[src/sv/dual_encoder_motor_step_controller_macros.svh]
// Assertion helpers shared by the controller RTL.
// Both forms are clocked on aclk and are held off while aresetn is low.
`ifndef DUAL_ENCODER_MOTOR_STEP_CONTROLLER_MACROS_SVH
`define DUAL_ENCODER_MOTOR_STEP_CONTROLLER_MACROS_SVH

`ifndef NO_ASSERTIONS

// Consequent must hold in the same cycle as the antecedent.
`define DEMSC_ASSERT_SAME(label, ante, cons) \
    label: assert property (@(posedge aclk) disable iff (!aresetn) (ante) |-> (cons)) \
        else $error("assertion failed in %m");

// Consequent must hold in the cycle after the antecedent.
`define DEMSC_ASSERT_NEXT(label, ante, cons) \
    label: assert property (@(posedge aclk) disable iff (!aresetn) (ante) |=> (cons)) \
        else $error("assertion failed in %m");

`else

`define DEMSC_ASSERT_SAME(label, ante, cons)
`define DEMSC_ASSERT_NEXT(label, ante, cons)

`endif

`endif

[src/sv/demsc_pkg.sv]
package demsc_pkg;

    // Basic widths.
    typedef logic [15:0]        pos_t;
    typedef logic signed [16:0] steps_t;

    // Item opcodes; the unused code behaves as a plain update.
    localparam logic [1:0] OP_UPDATE = 2'd0;
    localparam logic [1:0] OP_FWD    = 2'd1;
    localparam logic [1:0] OP_BWD    = 2'd2;
    localparam logic [1:0] OP_SPARE  = 2'd3;

    // Configuration register indexes.
    localparam int unsigned CFG_IDX_W = 3;
    localparam logic [CFG_IDX_W-1:0] REG_RESOLUTION = 3'd0;
    localparam logic [CFG_IDX_W-1:0] REG_BASE_SPEED = 3'd1;
    localparam logic [CFG_IDX_W-1:0] REG_FB_OFFSET  = 3'd2;
    localparam logic [CFG_IDX_W-1:0] REG_FB_SPEED   = 3'd3;
    localparam logic [CFG_IDX_W-1:0] REG_REV_MASK   = 3'd4;
    localparam int unsigned CFG_DATA_W = 16;

    // Register reset values.
    localparam logic [15:0] RST_RESOLUTION = 16'd1024;
    localparam logic [7:0]  RST_BASE_SPEED = 8'd200;
    localparam logic [13:0] RST_FB_OFFSET  = 14'd2;
    localparam logic [7:0]  RST_FB_SPEED   = 8'd60;
    localparam logic [1:0]  RST_REV_MASK   = 2'd0;

    // Speed correction toward the other motor.
    localparam logic [9:0] SYNC_ADJ = 10'd20;

    typedef struct packed {
        logic [15:0] encoder_resolution;
        logic [7:0]  base_speed;
        logic [13:0] dead_band;
        logic [7:0]  return_duty;
        logic [1:0]  reversed_mask;
    } cfg_t;

    typedef struct packed {
        logic [1:0]  opcode;
        logic        motor_select;
        logic [15:0] step_count;
        logic        encoder_a;
        logic        encoder_b;
        logic        brake_only;
    } item_t;

    typedef struct packed {
        logic        motor_index;
        logic        dir_pin_one;
        logic        dir_pin_two;
        logic [7:0]  pwm_duty;
        logic [15:0] position;
        logic        move_done;
        logic        in_sync;
    } result_t;

endpackage

[src/sv/demsc_update.sv]
module demsc_update (
    input  demsc_pkg::item_t         item,
    input  demsc_pkg::cfg_t          cfg,
    input  demsc_pkg::pos_t   [1:0]  pos_cur,
    input  demsc_pkg::steps_t [1:0]  steps_cur,
    output demsc_pkg::pos_t   [1:0]  pos_new,
    output demsc_pkg::steps_t [1:0]  steps_new,
    output demsc_pkg::result_t       result
);
    import demsc_pkg::*;

    logic        sel;
    logic        oth;
    logic        rev;
    logic [16:0] res_ext;
    logic [16:0] load_mag;
    steps_t      count;
    steps_t      count_oth;
    steps_t      count_next;
    pos_t        pos_sel;
    pos_t        pos_upd;
    logic [16:0] pos_inc;
    pos_t [1:0]  pos_all;
    logic signed [9:0] speed;
    logic [7:0]  speed_sat;
    logic [15:0] half;
    logic signed [17:0] res_minus_off;
    logic        fwd_zone;
    logic        bwd_zone;
    logic signed [16:0] pos_diff;
    logic [15:0] diff_abs;
    logic signed [16:0] wrap_diff;
    logic [15:0] wrap_abs;
    logic [15:0] thr;

    assign sel     = item.motor_select;
    assign oth     = ~item.motor_select;
    assign rev     = cfg.reversed_mask[sel];
    assign res_ext = {1'b0, cfg.encoder_resolution};

    // A command loads the remaining count; zero means one full turn.
    assign load_mag = (item.step_count == 16'd0) ? res_ext : {1'b0, item.step_count};

    always_comb begin
        case (item.opcode)
            OP_FWD:  count = steps_t'(load_mag);
            OP_BWD:  count = -steps_t'(load_mag);
            default: count = steps_cur[sel];
        endcase
    end

    assign count_oth = steps_cur[oth];

    // Encoder position counts up on equal levels and down otherwise, with wrap.
    assign pos_sel = pos_cur[sel];
    assign pos_inc = {1'b0, pos_sel} + 17'd1;

    always_comb begin
        if (item.encoder_a == item.encoder_b) begin
            pos_upd = (pos_inc >= res_ext) ? 16'd0 : pos_inc[15:0];
        end else begin
            pos_upd = (pos_sel == 16'd0) ? (cfg.encoder_resolution - 16'd1)
                                         : (pos_sel - 16'd1);
        end
    end

    always_comb begin
        pos_all      = pos_cur;
        pos_all[sel] = pos_upd;
    end

    assign pos_new = pos_all;

    // Base speed nudged toward the other motor's remaining count, then clamped.
    always_comb begin
        speed = signed'({2'b00, cfg.base_speed});
        if (count > count_oth) begin
            speed = speed - signed'(SYNC_ADJ);
        end else if (count < count_oth) begin
            speed = speed + signed'(SYNC_ADJ);
        end
        if (speed < 10'sd0) begin
            speed_sat = 8'd0;
        end else if (speed > 10'sd255) begin
            speed_sat = 8'd255;
        end else begin
            speed_sat = speed[7:0];
        end
    end

    // Return-to-zero windows on either side of the half turn.
    assign half          = cfg.encoder_resolution >> 1;
    assign res_minus_off = signed'({2'b00, cfg.encoder_resolution})
                         - signed'({4'b0000, cfg.dead_band});
    assign fwd_zone = (pos_upd >= {2'b00, cfg.dead_band}) && (pos_upd < half);
    assign bwd_zone = (signed'({2'b00, pos_upd}) <= res_minus_off) && (pos_upd >= half);

    // Drive while steps remain, otherwise brake or return to zero.
    always_comb begin
        result.motor_index = sel;
        result.position    = pos_upd;
        count_next         = count;
        if (count > 17'sd0) begin
            result.dir_pin_one = ~rev;
            result.dir_pin_two = rev;
            result.pwm_duty    = speed_sat;
            count_next         = count - 17'sd1;
        end else if (count < 17'sd0) begin
            result.dir_pin_one = rev;
            result.dir_pin_two = ~rev;
            result.pwm_duty    = speed_sat;
            count_next         = count + 17'sd1;
        end else begin
            result.dir_pin_one = 1'b1;
            result.dir_pin_two = 1'b1;
            result.pwm_duty    = 8'd0;
            if (!item.brake_only && fwd_zone) begin
                result.dir_pin_one = 1'b1;
                result.dir_pin_two = 1'b0;
                result.pwm_duty    = cfg.return_duty;
            end else if (!item.brake_only && bwd_zone) begin
                result.dir_pin_one = 1'b0;
                result.dir_pin_two = 1'b1;
                result.pwm_duty    = cfg.return_duty;
            end
        end
        result.move_done = (count_next == 17'sd0);
        result.in_sync   = (diff_abs < thr) || (wrap_abs < thr);
    end

    always_comb begin
        steps_new      = steps_cur;
        steps_new[sel] = count_next;
    end

    // Sync test on the updated positions, also across the wrap point.
    assign pos_diff  = signed'({1'b0, pos_all[0]}) - signed'({1'b0, pos_all[1]});
    assign diff_abs  = pos_diff[16] ? 16'(-pos_diff) : pos_diff[15:0];
    assign wrap_diff = signed'({1'b0, diff_abs}) - signed'(res_ext);
    assign wrap_abs  = wrap_diff[16] ? 16'(-wrap_diff) : wrap_diff[15:0];
    assign thr       = {cfg.dead_band, 2'b00};

endmodule

[src/sv/dual_encoder_motor_step_controller.sv]
// Two-motor encoder step controller. Each item on the s_ channel names one motor,
// optionally loads a forward or backward step count, advances that motor's encoder
// position and yields one drive result on the m_ channel. An item is captured in an
// input register and its whole update runs from there into the result register, which
// waits while an earlier result is not yet taken; one item can be taken every cycle
// while m_ready stays high, and the position and step count state is written back
// in the same cycle as the result, so each item sees the effect of
// the one before it. The output register lets a new item enter while a result
// still waits for m_ready.
// Configuration writes through cfg_wr_en take effect on the next item and belong
// in idle periods; unknown register indexes are ignored.
`include "dual_encoder_motor_step_controller_macros.svh"

module dual_encoder_motor_step_controller (
    input  logic                                 aclk,
    input  logic                                 aresetn,
    // Configuration port
    input  logic                                 cfg_wr_en,
    input  logic [demsc_pkg::CFG_IDX_W-1:0]      cfg_index,
    input  logic [demsc_pkg::CFG_DATA_W-1:0]     cfg_wr_data,
    // Input item channel
    input  logic                                 s_valid,
    output logic                                 s_ready,
    input  logic [1:0]                           s_opcode,
    input  logic                                 s_motor_select,
    input  logic [15:0]                          s_step_count,
    input  logic                                 s_encoder_a,
    input  logic                                 s_encoder_b,
    input  logic                                 s_brake_only,
    // Result channel
    output logic                                 m_valid,
    input  logic                                 m_ready,
    output logic                                 m_motor_index,
    output logic                                 m_dir_pin_one,
    output logic                                 m_dir_pin_two,
    output logic [7:0]                           m_pwm_duty,
    output logic [15:0]                          m_position,
    output logic                                 m_move_done,
    output logic                                 m_in_sync
);
    import demsc_pkg::*;

    cfg_t              cfg_reg;
    item_t             in_item_reg;
    logic              in_vld_reg;
    result_t           out_res_reg;
    logic              out_vld_reg;
    pos_t   [1:0]      pos_reg;
    steps_t [1:0]      steps_reg;
    pos_t   [1:0]      pos_next;
    steps_t [1:0]      steps_next;
    result_t           res_next;
    item_t             s_item;
    logic              s_fire;
    logic              upd_fire;

    assign s_item = '{opcode:       s_opcode,
                      motor_select: s_motor_select,
                      step_count:   s_step_count,
                      encoder_a:    s_encoder_a,
                      encoder_b:    s_encoder_b,
                      brake_only:   s_brake_only};

    // The update runs when an item is held and the result register is free.
    assign upd_fire = in_vld_reg && (!out_vld_reg || m_ready);
    assign s_ready  = !in_vld_reg || upd_fire;
    assign s_fire   = s_valid && s_ready;

    demsc_update u_update (
        .item      (in_item_reg),
        .cfg       (cfg_reg),
        .pos_cur   (pos_reg),
        .steps_cur (steps_reg),
        .pos_new   (pos_next),
        .steps_new (steps_next),
        .result    (res_next)
    );

    // Control state, configuration and motor state.
    always_ff @(posedge aclk) begin
        if (!aresetn) begin
            in_vld_reg  <= 1'b0;
            out_vld_reg <= 1'b0;
            cfg_reg     <= '{encoder_resolution: RST_RESOLUTION,
                             base_speed:         RST_BASE_SPEED,
                             dead_band:          RST_FB_OFFSET,
                             return_duty:        RST_FB_SPEED,
                             reversed_mask:      RST_REV_MASK};
            pos_reg     <= '0;
            steps_reg   <= '0;
        end else begin
            if (s_fire) begin
                in_vld_reg <= 1'b1;
            end else if (upd_fire) begin
                in_vld_reg <= 1'b0;
            end
            if (upd_fire) begin
                out_vld_reg <= 1'b1;
                pos_reg     <= pos_next;
                steps_reg   <= steps_next;
            end else if (m_ready) begin
                out_vld_reg <= 1'b0;
            end
            if (cfg_wr_en) begin
                unique case (cfg_index)
                    REG_RESOLUTION: cfg_reg.encoder_resolution <= cfg_wr_data;
                    REG_BASE_SPEED: cfg_reg.base_speed         <= cfg_wr_data[7:0];
                    REG_FB_OFFSET:  cfg_reg.dead_band          <= cfg_wr_data[13:0];
                    REG_FB_SPEED:   cfg_reg.return_duty        <= cfg_wr_data[7:0];
                    REG_REV_MASK:   cfg_reg.reversed_mask      <= cfg_wr_data[1:0];
                    default: ;
                endcase
            end
        end
    end

    // Payload registers.
    always_ff @(posedge aclk) begin
        if (s_fire) begin
            in_item_reg <= s_item;
        end
        if (upd_fire) begin
            out_res_reg <= res_next;
        end
    end

    assign m_valid       = out_vld_reg;
    assign m_motor_index = out_res_reg.motor_index;
    assign m_dir_pin_one = out_res_reg.dir_pin_one;
    assign m_dir_pin_two = out_res_reg.dir_pin_two;
    assign m_pwm_duty    = out_res_reg.pwm_duty;
    assign m_position    = out_res_reg.position;
    assign m_move_done   = out_res_reg.move_done;
    assign m_in_sync     = out_res_reg.in_sync;

    // An update always leaves a result behind it.
    `DEMSC_ASSERT_NEXT(a_update_gives_result, upd_fire, out_vld_reg)
    // A held item that cannot move on stays put.
    `DEMSC_ASSERT_NEXT(a_held_item_stable, in_vld_reg && !upd_fire,
                       in_vld_reg && $stable(in_item_reg))
    // Input back-pressure only comes from a full stage behind a stalled result.
    `DEMSC_ASSERT_SAME(a_ready_low_cause, !s_ready, in_vld_reg && out_vld_reg && !m_ready)
    // Braking pins come with zero duty.
    `DEMSC_ASSERT_NEXT(a_brake_zero_duty,
                       upd_fire && res_next.dir_pin_one && res_next.dir_pin_two,
                       m_pwm_duty == 8'd0)
    // The count never moves without an item being processed.
    `DEMSC_ASSERT_NEXT(a_state_holds, !upd_fire, $stable(steps_reg) && $stable(pos_reg))

endmodule
[config.mk]
export PLATFORM = sky130hd
export DESIGN_NAME = dual_encoder_motor_step_controller
export DESIGN_NICKNAME = d
export VERILOG_FILES = /design/src/sv/demsc_pkg.sv /design/src/sv/demsc_update.sv /design/src/sv/dual_encoder_motor_step_controller.sv
export VERILOG_INCLUDE_DIRS = /design/src /design/src/sv
export SDC_FILE = /design/constraint.sdc
export NUM_CORES = 1
export LEC_CHECK = 0
export BUFFER_PORTS_ARGS = -buffer_cell sky130_fd_sc_hd__buf_2
export CAP_MARGIN = 30
export CORE_MARGIN = 8
export CORE_UTILIZATION = 48
export CTS_BUF_LIST = sky130_fd_sc_hd__clkbuf_16
export CTS_CLUSTER_DIAMETER = 30
export CTS_CLUSTER_SIZE = 40
export DETAILED_ROUTE_END_ITERATION = 8
export PLACE_DENSITY = 0.64
export SLEW_MARGIN = 20
export SYNTH_ARGS = -nofsm -noshare
export SYNTH_HDL_FRONTEND = slang
export SYNTH_HIERARCHICAL = 1
export SYNTH_SLANG_ARGS = --single-unit
[constraint.sdc]
create_clock -name aclk -period 30.6 [get_ports aclk]
set_input_delay 1.53 -clock aclk [delete_from_list [all_inputs] [get_ports aclk]]
set_output_delay 1.53 -clock aclk [all_outputs]
set_load 0.02 [all_outputs]
==> results of run 1 <==
==> cell usage after synthesis, types with 7 or more instances <==
library cell    n
nand4_1        32
a21o_1         37
and2_1         10
o211ai_1        7
buf_6          11
buf_2          15
nand2b_1       18
nor4_1         23
xnor2_1        81
mux2i_1       131
nand4b_1        7
or2_2           7
inv_1         119
mux2_2         35
nor3_1         28
ha_1          153
or3_1           9
a21boi_0        9
o221ai_1        8
buf_1           9
edfxtp_1       51
a2111oi_0       7
a211o_1         7
nor3b_1         7
nor2_1        132
clkbuf_1       45
nand2_1       263
nand3_1        78
dfxtp_1       116
a211oi_1       12
o21ai_2        16
nor2b_1        22
o21a_1         13
a31oi_1        14
a21oi_1       128
o21ai_0       108
xor2_1         31
and3_1          9
==> path summary, 6_finish.rpt <==
path,from,end,cells past startpoint
max,in_item_reg[19],m_in_sync,47
min,cfg_reg[0],cfg_reg[0],2
max reg2reg,in_item_reg[19],m_in_sync,47
min reg2reg,cfg_reg[0],cfg_reg[0],2
==> layout by cell type, fill, tap and decap left out, types with 32 or more instances in the layout <==
| master | n |
|---|---|
| nand2_1 | 263 |
| ha_1 | 153 |
| nor2_1 | 132 |
| mux2i_1 | 131 |
| a21oi_1 | 128 |
| inv_1 | 121 |
| dfxtp_1 | 116 |
| o21ai_0 | 108 |
| xnor2_1 | 81 |
| nand3_1 | 78 |
| buf_2 | 75 |
| edfxtp_1 | 51 |
| a21o_1 | 37 |
| mux2_2 | 35 |
| nand4_1 | 32 |
==> worst min-delay path, cell delays in order, from the launching register on <==
cell     delay, ps
dfxtp_1        320
nand2_1         50
mux2i_1         60
==> cell type report <==
cell class,instances,area (sq um),area share [%]
multi-input combinational,1574,11000,64.8
sequential,167,3850,22.7
timing repair buffer,99,591,3.47
tap,442,553,3.25
inverter,122,458,2.69
clock buffer,17,425,2.50
clock inverter,15,103,0.603
==> routing by layer <==
| layer | share of wire, % | up-vias |
|---|---|---|
| met5 | 0 | - |
| met1 | 44 | 6964 |
| met3 | 5.4 | 105 |
| li1 | - | 7111 |
| met4 | 3.7 | 0 |
| met2 | 47 | 461 |
==> kinds of logic after synthesis <==
kind of cell / count (synthesis)
adder cells (fa/ha/maj): 159
AO/OA/AOI/OAI: 439
flip-flops: 167
buffers and inverters: 207
XOR/XNOR: 112
multiplexers: 172
AND/OR/NAND/NOR: 692
==> through the flow <==
stage / power [mW] / utilization, % / setup slack, ps / cell area, sq um
5_1_grt: 2.05 / 52.4 / 16560 / 17000
4_1_cts: 1.86 / 52.3 / 17440 / 17000
2_1_floorplan: 1.34 / - / 19500 / 15800
6_report: 1.87 / 52.4 / 17500 / 17000
3_5_place_dp: 1.65 / 50.6 / 17510 / 16400
3_3_place_gp: 1.61 / 50.6 / 17890 / 16400
==> where the power goes <==
| part | total [mW] | leakage, nW | internal [mW] | switching, mW |
|---|---|---|---|---|
| Sequential | 0.260 | 1.43 | 0.249 | 0.0118 |
| Combinational | 1.41 | 5.44 | 0.607 | 0.803 |
| Clock | 0.204 | 0.264 | 0.104 | 0.0994 |
| Total | 1.87 | 7.13 | 0.959 | 0.914 |
==> impl_results.md, run 1 <==
* Largest net degree at the start of global routing at approximately 110
* Worst-skew pair later-pin latency at 460 ps
* Placed cell count at roughly 2400
* Setup crit end kind: flip-flop
* TritonCTS clock tree: yes
* Fillers at 3148
* # port buffers at 76
* Initial DRT Pass Iterations at 8
* CP top delay family: compound AO/OA/AOI/OAI gates
* Root buffer cell: clkbuf_16
* DR WL/cell at around 20 um
* DRC Markers at 0
* Post-DR vias/cell at 6.01
* Req. time, crit path at 30780 ps
* Number of DRC markers in iteration 0 at between 1000 and 1500
* Mux contribution to synthesized area at 11.4%
* Hold WS at 477 ps
* Synth async-reset ratio at 0%
* Data arrival, critical path at 13280 ps
* Share of layout cells above drive strength 1 at 11.1%
* Routability cong. at 0.991
* Post-cts gate resize count at 0
* Die width at ~200 um
* Area fraction of the dominant cell type after synthesis at 14.7%
* Endpoints failing setup at 0
* Clk slew on worst S/H paths at 70 ps
* RSZ-0062 raised after global routing: no
* Synth Warn # at 6
* Ports at 77
* Synth Area in Compound Gates at 18.0%
* Final Non-Filler Cells at 2436
* Final nets at 2182
* Gr usage total at 24.8%
* CTS Hold Bufs at 0
* Max reg flops at 48
* Max Cap Viol at 0
* Pwr Density at 110 mW/mm^2
* Slew margin rel. at 38.3%
* CP bufs+invs at 5
* Core box area at 0.0325 sq mm
* Least-Margin Pin Slew at 916 ps
* GR peak layer: met2
* Area delta synth->final at 7.82%
* Area share of xor/xnor cells in the synthesized design at about 6.2%
* Cell Rows at 66
* Seq cells post-synth at 167
* Worst ir drop on vdd at 174 uV
* Fmax achieved at 76.3 MHz
* H-tree Lvls at 4
* Crit path max fanout at 71
* First-pass GRT wire length at 76100 um
* EDFF count, synth at 51
* Clock buffer depth at 2
* Net Count, Synth at between 2000 and 2500
* Top FF cell, synth: dfxtp_1
* Routing usage on met2 at 42.0%
* Hold Violations, Final at 0
* Seq/Total Area, Yosys at 24.4%
* Setup TNS at 0 ps
* Die ar. at about 0.04 sq mm
* Final min period at around 13000 ps
* Met1 Track Usage GR at 31.0%
* Skew final at between 10 and 15 ps
* Adder-cell share of the synthesized area at approximately an eighth
* Starting Density at 48.6%
* Leak at 7.13 nW
* Clk sink count at roughly 170
* Class of the worst hold path: flip-flop to flip-flop
* Slowest CP cell: buf_4
* Syn Inst Count at 1948
* Synth top area cells: dfxtp_1 (15%), ha_1 (12%), edfxtp_1 (9.7%)
* Flop-to-flop setup slack at around 17000 ps
* Final ANT Viol Nets at 0
* Synth cell types at 99
* Netlist Area Pre-Place at 0.0158 sq mm
* Met3 Resource Use GR at approximately 4.0%
* Vias in the first global route at between 10000 and 15000
* Post-DP HPWL at 38000 um
* Largest family of logic cells by synthesized area: simple AND/OR/NAND/NOR gates
* Die Span Y at ~200 um
* Crit path kind: flip-flop to flip-flop
* # Post-CTS Setup Buffers at 0
* Simple-Gate Fraction of Synth Area at 21.6%
* Status: finished clean
* Grt ovf at 0
* Synth Area per Inst at about 8.1 sq um
* Vias at 14641
* Final period utilization at 42.8%
* Yosys top cell by area: dfxtp_1
* Crit-path max cell delay at 710 ps
* Cts bufs inserted at 17
* Initial antenna violation count at 0
* Ant diodes at 0
* DRT Wirelength at 49200 um
* Pins Over Slew Limit at 0
* CP Launch Type: flip-flop
Note: power is estimated with default switching activity, not from simulation.
==> run 2, diff against run 1 <==
--- a/config.mk
+++ b/config.mk
@@ -6,6 +6,7 @@
 export SDC_FILE = /design/constraint.sdc
 export NUM_CORES = 1
 export LEC_CHECK = 0
+export ABC_AREA = 1
 export BUFFER_PORTS_ARGS = -buffer_cell sky130_fd_sc_hd__buf_2
 export CAP_MARGIN = 30
 export CORE_MARGIN = 8
@@ -14,7 +15,7 @@
 export CTS_CLUSTER_DIAMETER = 30
 export CTS_CLUSTER_SIZE = 40
 export DETAILED_ROUTE_END_ITERATION = 8
-export PLACE_DENSITY = 0.64
+export PLACE_DENSITY = 0.66
 export SLEW_MARGIN = 20
 export SYNTH_ARGS = -nofsm -noshare
 export SYNTH_HDL_FRONTEND = slang
==> constraint.sdc (replaced) <==
create_clock -name aclk -period 10.7 [get_ports aclk]
set_input_delay 0.535 -clock aclk [delete_from_list [all_inputs] [get_ports aclk]]
set_output_delay 0.535 -clock aclk [all_outputs]
set_load 0.02 [all_outputs]
==> run 2 against run 1 <==
  * Sequential share of layout area down 1.2 points
  * Hold slack worse by 230 ps
  * Register-to-register slack worse by 17000 ps
  * Non-clock buffer count down 2
  * Routed wire length up 11%
  * Cell area up 5.7%
  * Total power up 120%
  * Worst setup slack worse by 17000 ps
  * Largest power group unchanged
  * Clock-buffer cell count up 2
  * Die area up 4.5%
==> impl_results.md, run 2 <==
* Status: finished clean
* Slew margin rel. at 32.0% (-6.3 points)
* Post-DR vias/cell at 5.40 (-10%)
* Class of the worst hold path: primary input to flip-flop
* DP Worst Slack at 433 ps (-17080 ps)
* Grt ovf at 0 (unchanged)
* Hold Violations, Final at 0 (unchanged)
* Cts bufs inserted at 17 (unchanged)
* DRC Markers at 0 (unchanged)
* Final Non-Filler Cells at 3083 (+27%)
* Pins Over Slew Limit at 0 (unchanged)
* Crit path max fanout at 12 (-83%)
* Clk sink count at 167 (unchanged)
* Met3 Resource Use GR at 3.86% (-0.093 points)
* Final min period at 9760 ps (-3340 ps)
* Most frequent cells in the layout: nand2_1 (646), nor2_1 (387), inv_1 (298), nand3_1 (172), ha_1 (153)
* Core box area at 0.0343 sq mm (+5.7%)
* Netlist Area Pre-Place at 0.0165 sq mm (+4.9%)
* H-tree Lvls at 4 (unchanged)
* Share of layout cells above drive strength 1 at 9.86% (-1.3 points)
* Ant diodes at 0 (unchanged)
* Clock buffer depth at 2 (unchanged)
* Synth Warn # at 6 (unchanged)
* Initial antenna violation count at 1 (+1)
* Worst ir drop on vdd at 359 uV (+110%)
* Ports at 77 (unchanged)
* Vias at 16636 (+14%)
* Max Cap Viol at 0 (unchanged)
* Synth top area cells: nand2_1 (15%), dfxtp_1 (14%), ha_1 (12%)
* Final nets at 2816 (+29%)
* Multi-input logic area at 0.0111 sq mm (+1.0%)
* Pwr Density at 232 mW/mm^2 (+110%)
* Least-Margin Pin Slew at 1020 ps (+104 ps)
* Skew final at 17.9 ps (+4.13 ps)
* Vias in the first global route at 16155 (+17%)
* Die width at 202 um (+2.2%)
* First-pass GRT wire length at 86600 um (+14%)
* Crit-path most repeated cell: nand2_1
* Final ANT Viol Nets at 0 (unchanged)
* TritonCTS clock tree: yes
* DR WL/cell at 17.7 um (-12%)
* Routing usage on met2 at 46.2% (+4.2 points)
* Syn Inst Count at 2578 (+32%)
* Worst-skew pair later-pin latency at 460 ps (about the same)
* Area delta synth->final at 8.66%
* CP bufs+invs at 11 (+6)
* CP top delay family: compound AO/OA/AOI/OAI gates
* Endpoints failing setup at 0 (unchanged)
* Design area at 0.0180 sq mm (+5.7%)
* Die ar. at 0.0407 sq mm (+4.5%)
* Area fraction of the dominant cell type after synthesis at 14.7% (-0.049 points)
* CTS Hold Bufs at 0 (unchanged)
* Commonest non-fill, non-tap cell in the layout: nand2_1
* Largest net degree at the start of global routing at 79 (-26%)
* Synth Area per Inst at 6.42 sq um (-21%)
* Cell Rows at 68 (+3.0%)
* Placed Area at 0.0172 sq mm (+4.9%)
* CP Launch Type: flip-flop
* Initial DRT Pass Iterations at 5 (-3)
* Cell with the most instances after synthesis: nand2_1
* Routability cong. at 0.944 (-4.7%)
* Net Count, Synth at 2779 (+29%)
* Final worst slack at 944 ps (-16560 ps)
* Fmax achieved at 102 MHz (+34%)
* Synth cell types at 63 (-36%)
* # port buffers at 76 (unchanged)
* Crit path kind: flip-flop to flip-flop
* Data arrival, critical path at 10090 ps (-3190 ps)
* Register area at 0.00385 sq mm (about the same)
* Synth top cells by count: nand2_1 (647), nor2_1 (389), inv_1 (298), nand3_1 (172), ha_1 (153)
* Synth async-reset ratio at 0% (unchanged)
* Clk slew on worst S/H paths at 80 ps (about the same)
* Seq/Total Area, Yosys at 23.3% (-1.1 points)
* Placed cell count at 3047 (+27%)
* Met1 Track Usage GR at 31.6% (+0.67 points)
* Number of DRC markers in iteration 0 at 1239 (+11%)
* Top FF cell, synth: dfxtp_1
* Starting Density at 48.3% (-0.33 points)
* Gr usage total at 26.5% (+1.7 points)
* Slowest CP cell: edfxtp_1
* Crit-path max cell delay at 510 ps (-200 ps)
* Root buffer cell: clkbuf_16
* DRT Wirelength at 54600 um (+11%)
* Final period utilization at 91.2% (+48 points)
* Setup crit end kind: flip-flop
* Fillers at 3578 (+14%)
* Seq cells post-synth at 167 (unchanged)
* GR peak layer: met2
* EDFF count, synth at 51 (unchanged)
* Req. time, crit path at 11040 ps (-19740 ps)
* Setup TNS at 0 ps (unchanged)
* Max reg flops at 48 (unchanged)
* Die Span Y at 202 um (+2.2%)
* Leak at 8.70 nW (+22%)
* Yosys top cell by area: nand2_1
* Post-DP HPWL at 42300 um (+11%)
[run 2: final cells by class]
| cell class | count | area share (%) |
|---|---|---|
| Timing Repair inverter | 1 | 0.0487 |
| Clock buffer | 19 | 2.64 |
| Sequential cell | 167 | 21.4 |
| Clock inverter | 13 | 0.814 |
| Multi-Input combinational cell | 2009 | 61.9 |
| Tap cell | 455 | 3.17 |
| Timing Repair Buffer | 97 | 3.06 |
| Inverter | 322 | 6.89 |
[run 2: timing repair]
action                                  4_1_cts  5_1_grt
hold endpoints to repair                      0        0
setup buffers                                 0        1
endpoints found under the setup margin        0        1
gates resized for setup                       0       27
[run 2: routing by layer]
layer / routed length [um] / up-vias
met5: 11 / -
met4: 2470 / 2
met3: 2830 / 122
met2: 26400 / 477
met1: 22900 / 7598
li1: - / 8437
[run 2: worst paths after layout]
check | from | to | slack [ps] | depth (start not counted)
setup reg to reg | in_item_reg[19] | m_in_sync | 940 | 61
hold reg to reg | cfg_reg[5] | cfg_reg[5] | 470 | 2
hold / removal | s_encoder_a | in_item_reg[2] | 250 | 1
setup / recovery | in_item_reg[19] | m_in_sync | 940 | 61
[run 2: per-stage QoR]
| stage | power (mW) | hold WS (ps) | util (%) |
|---|---|---|---|
| floorplan | 2.84 | 430 | - |
| global placement | 3.40 | 439 | 50.2 |
| detailed placement | 3.45 | 448 | 50.3 |
| CTS | 4.14 | 226 | 52.1 |
| global route | 4.58 | 228 | 52.4 |
| finish | 4.17 | 251 | 52.4 |
[run 2: cells by family (layout without fill, tap and decap cells)]
logic type      Yosys count  after routing  share of synthesized area (%)
compound gates          321            321                           11.3
xor+xnor                105            105                           5.65
fa+ha+maj               155            155                           11.8
buf+inv                 402            452                           9.83
flops                   167            167                           23.3
mux                       1              1                         0.0605
simple gates           1427           1427                           38.0
[run 2: report_power, final]
group,switching (mW),internal [mW]
logic,1.70,1.07
registers,0.0325,0.711
clock network,0.319,0.341
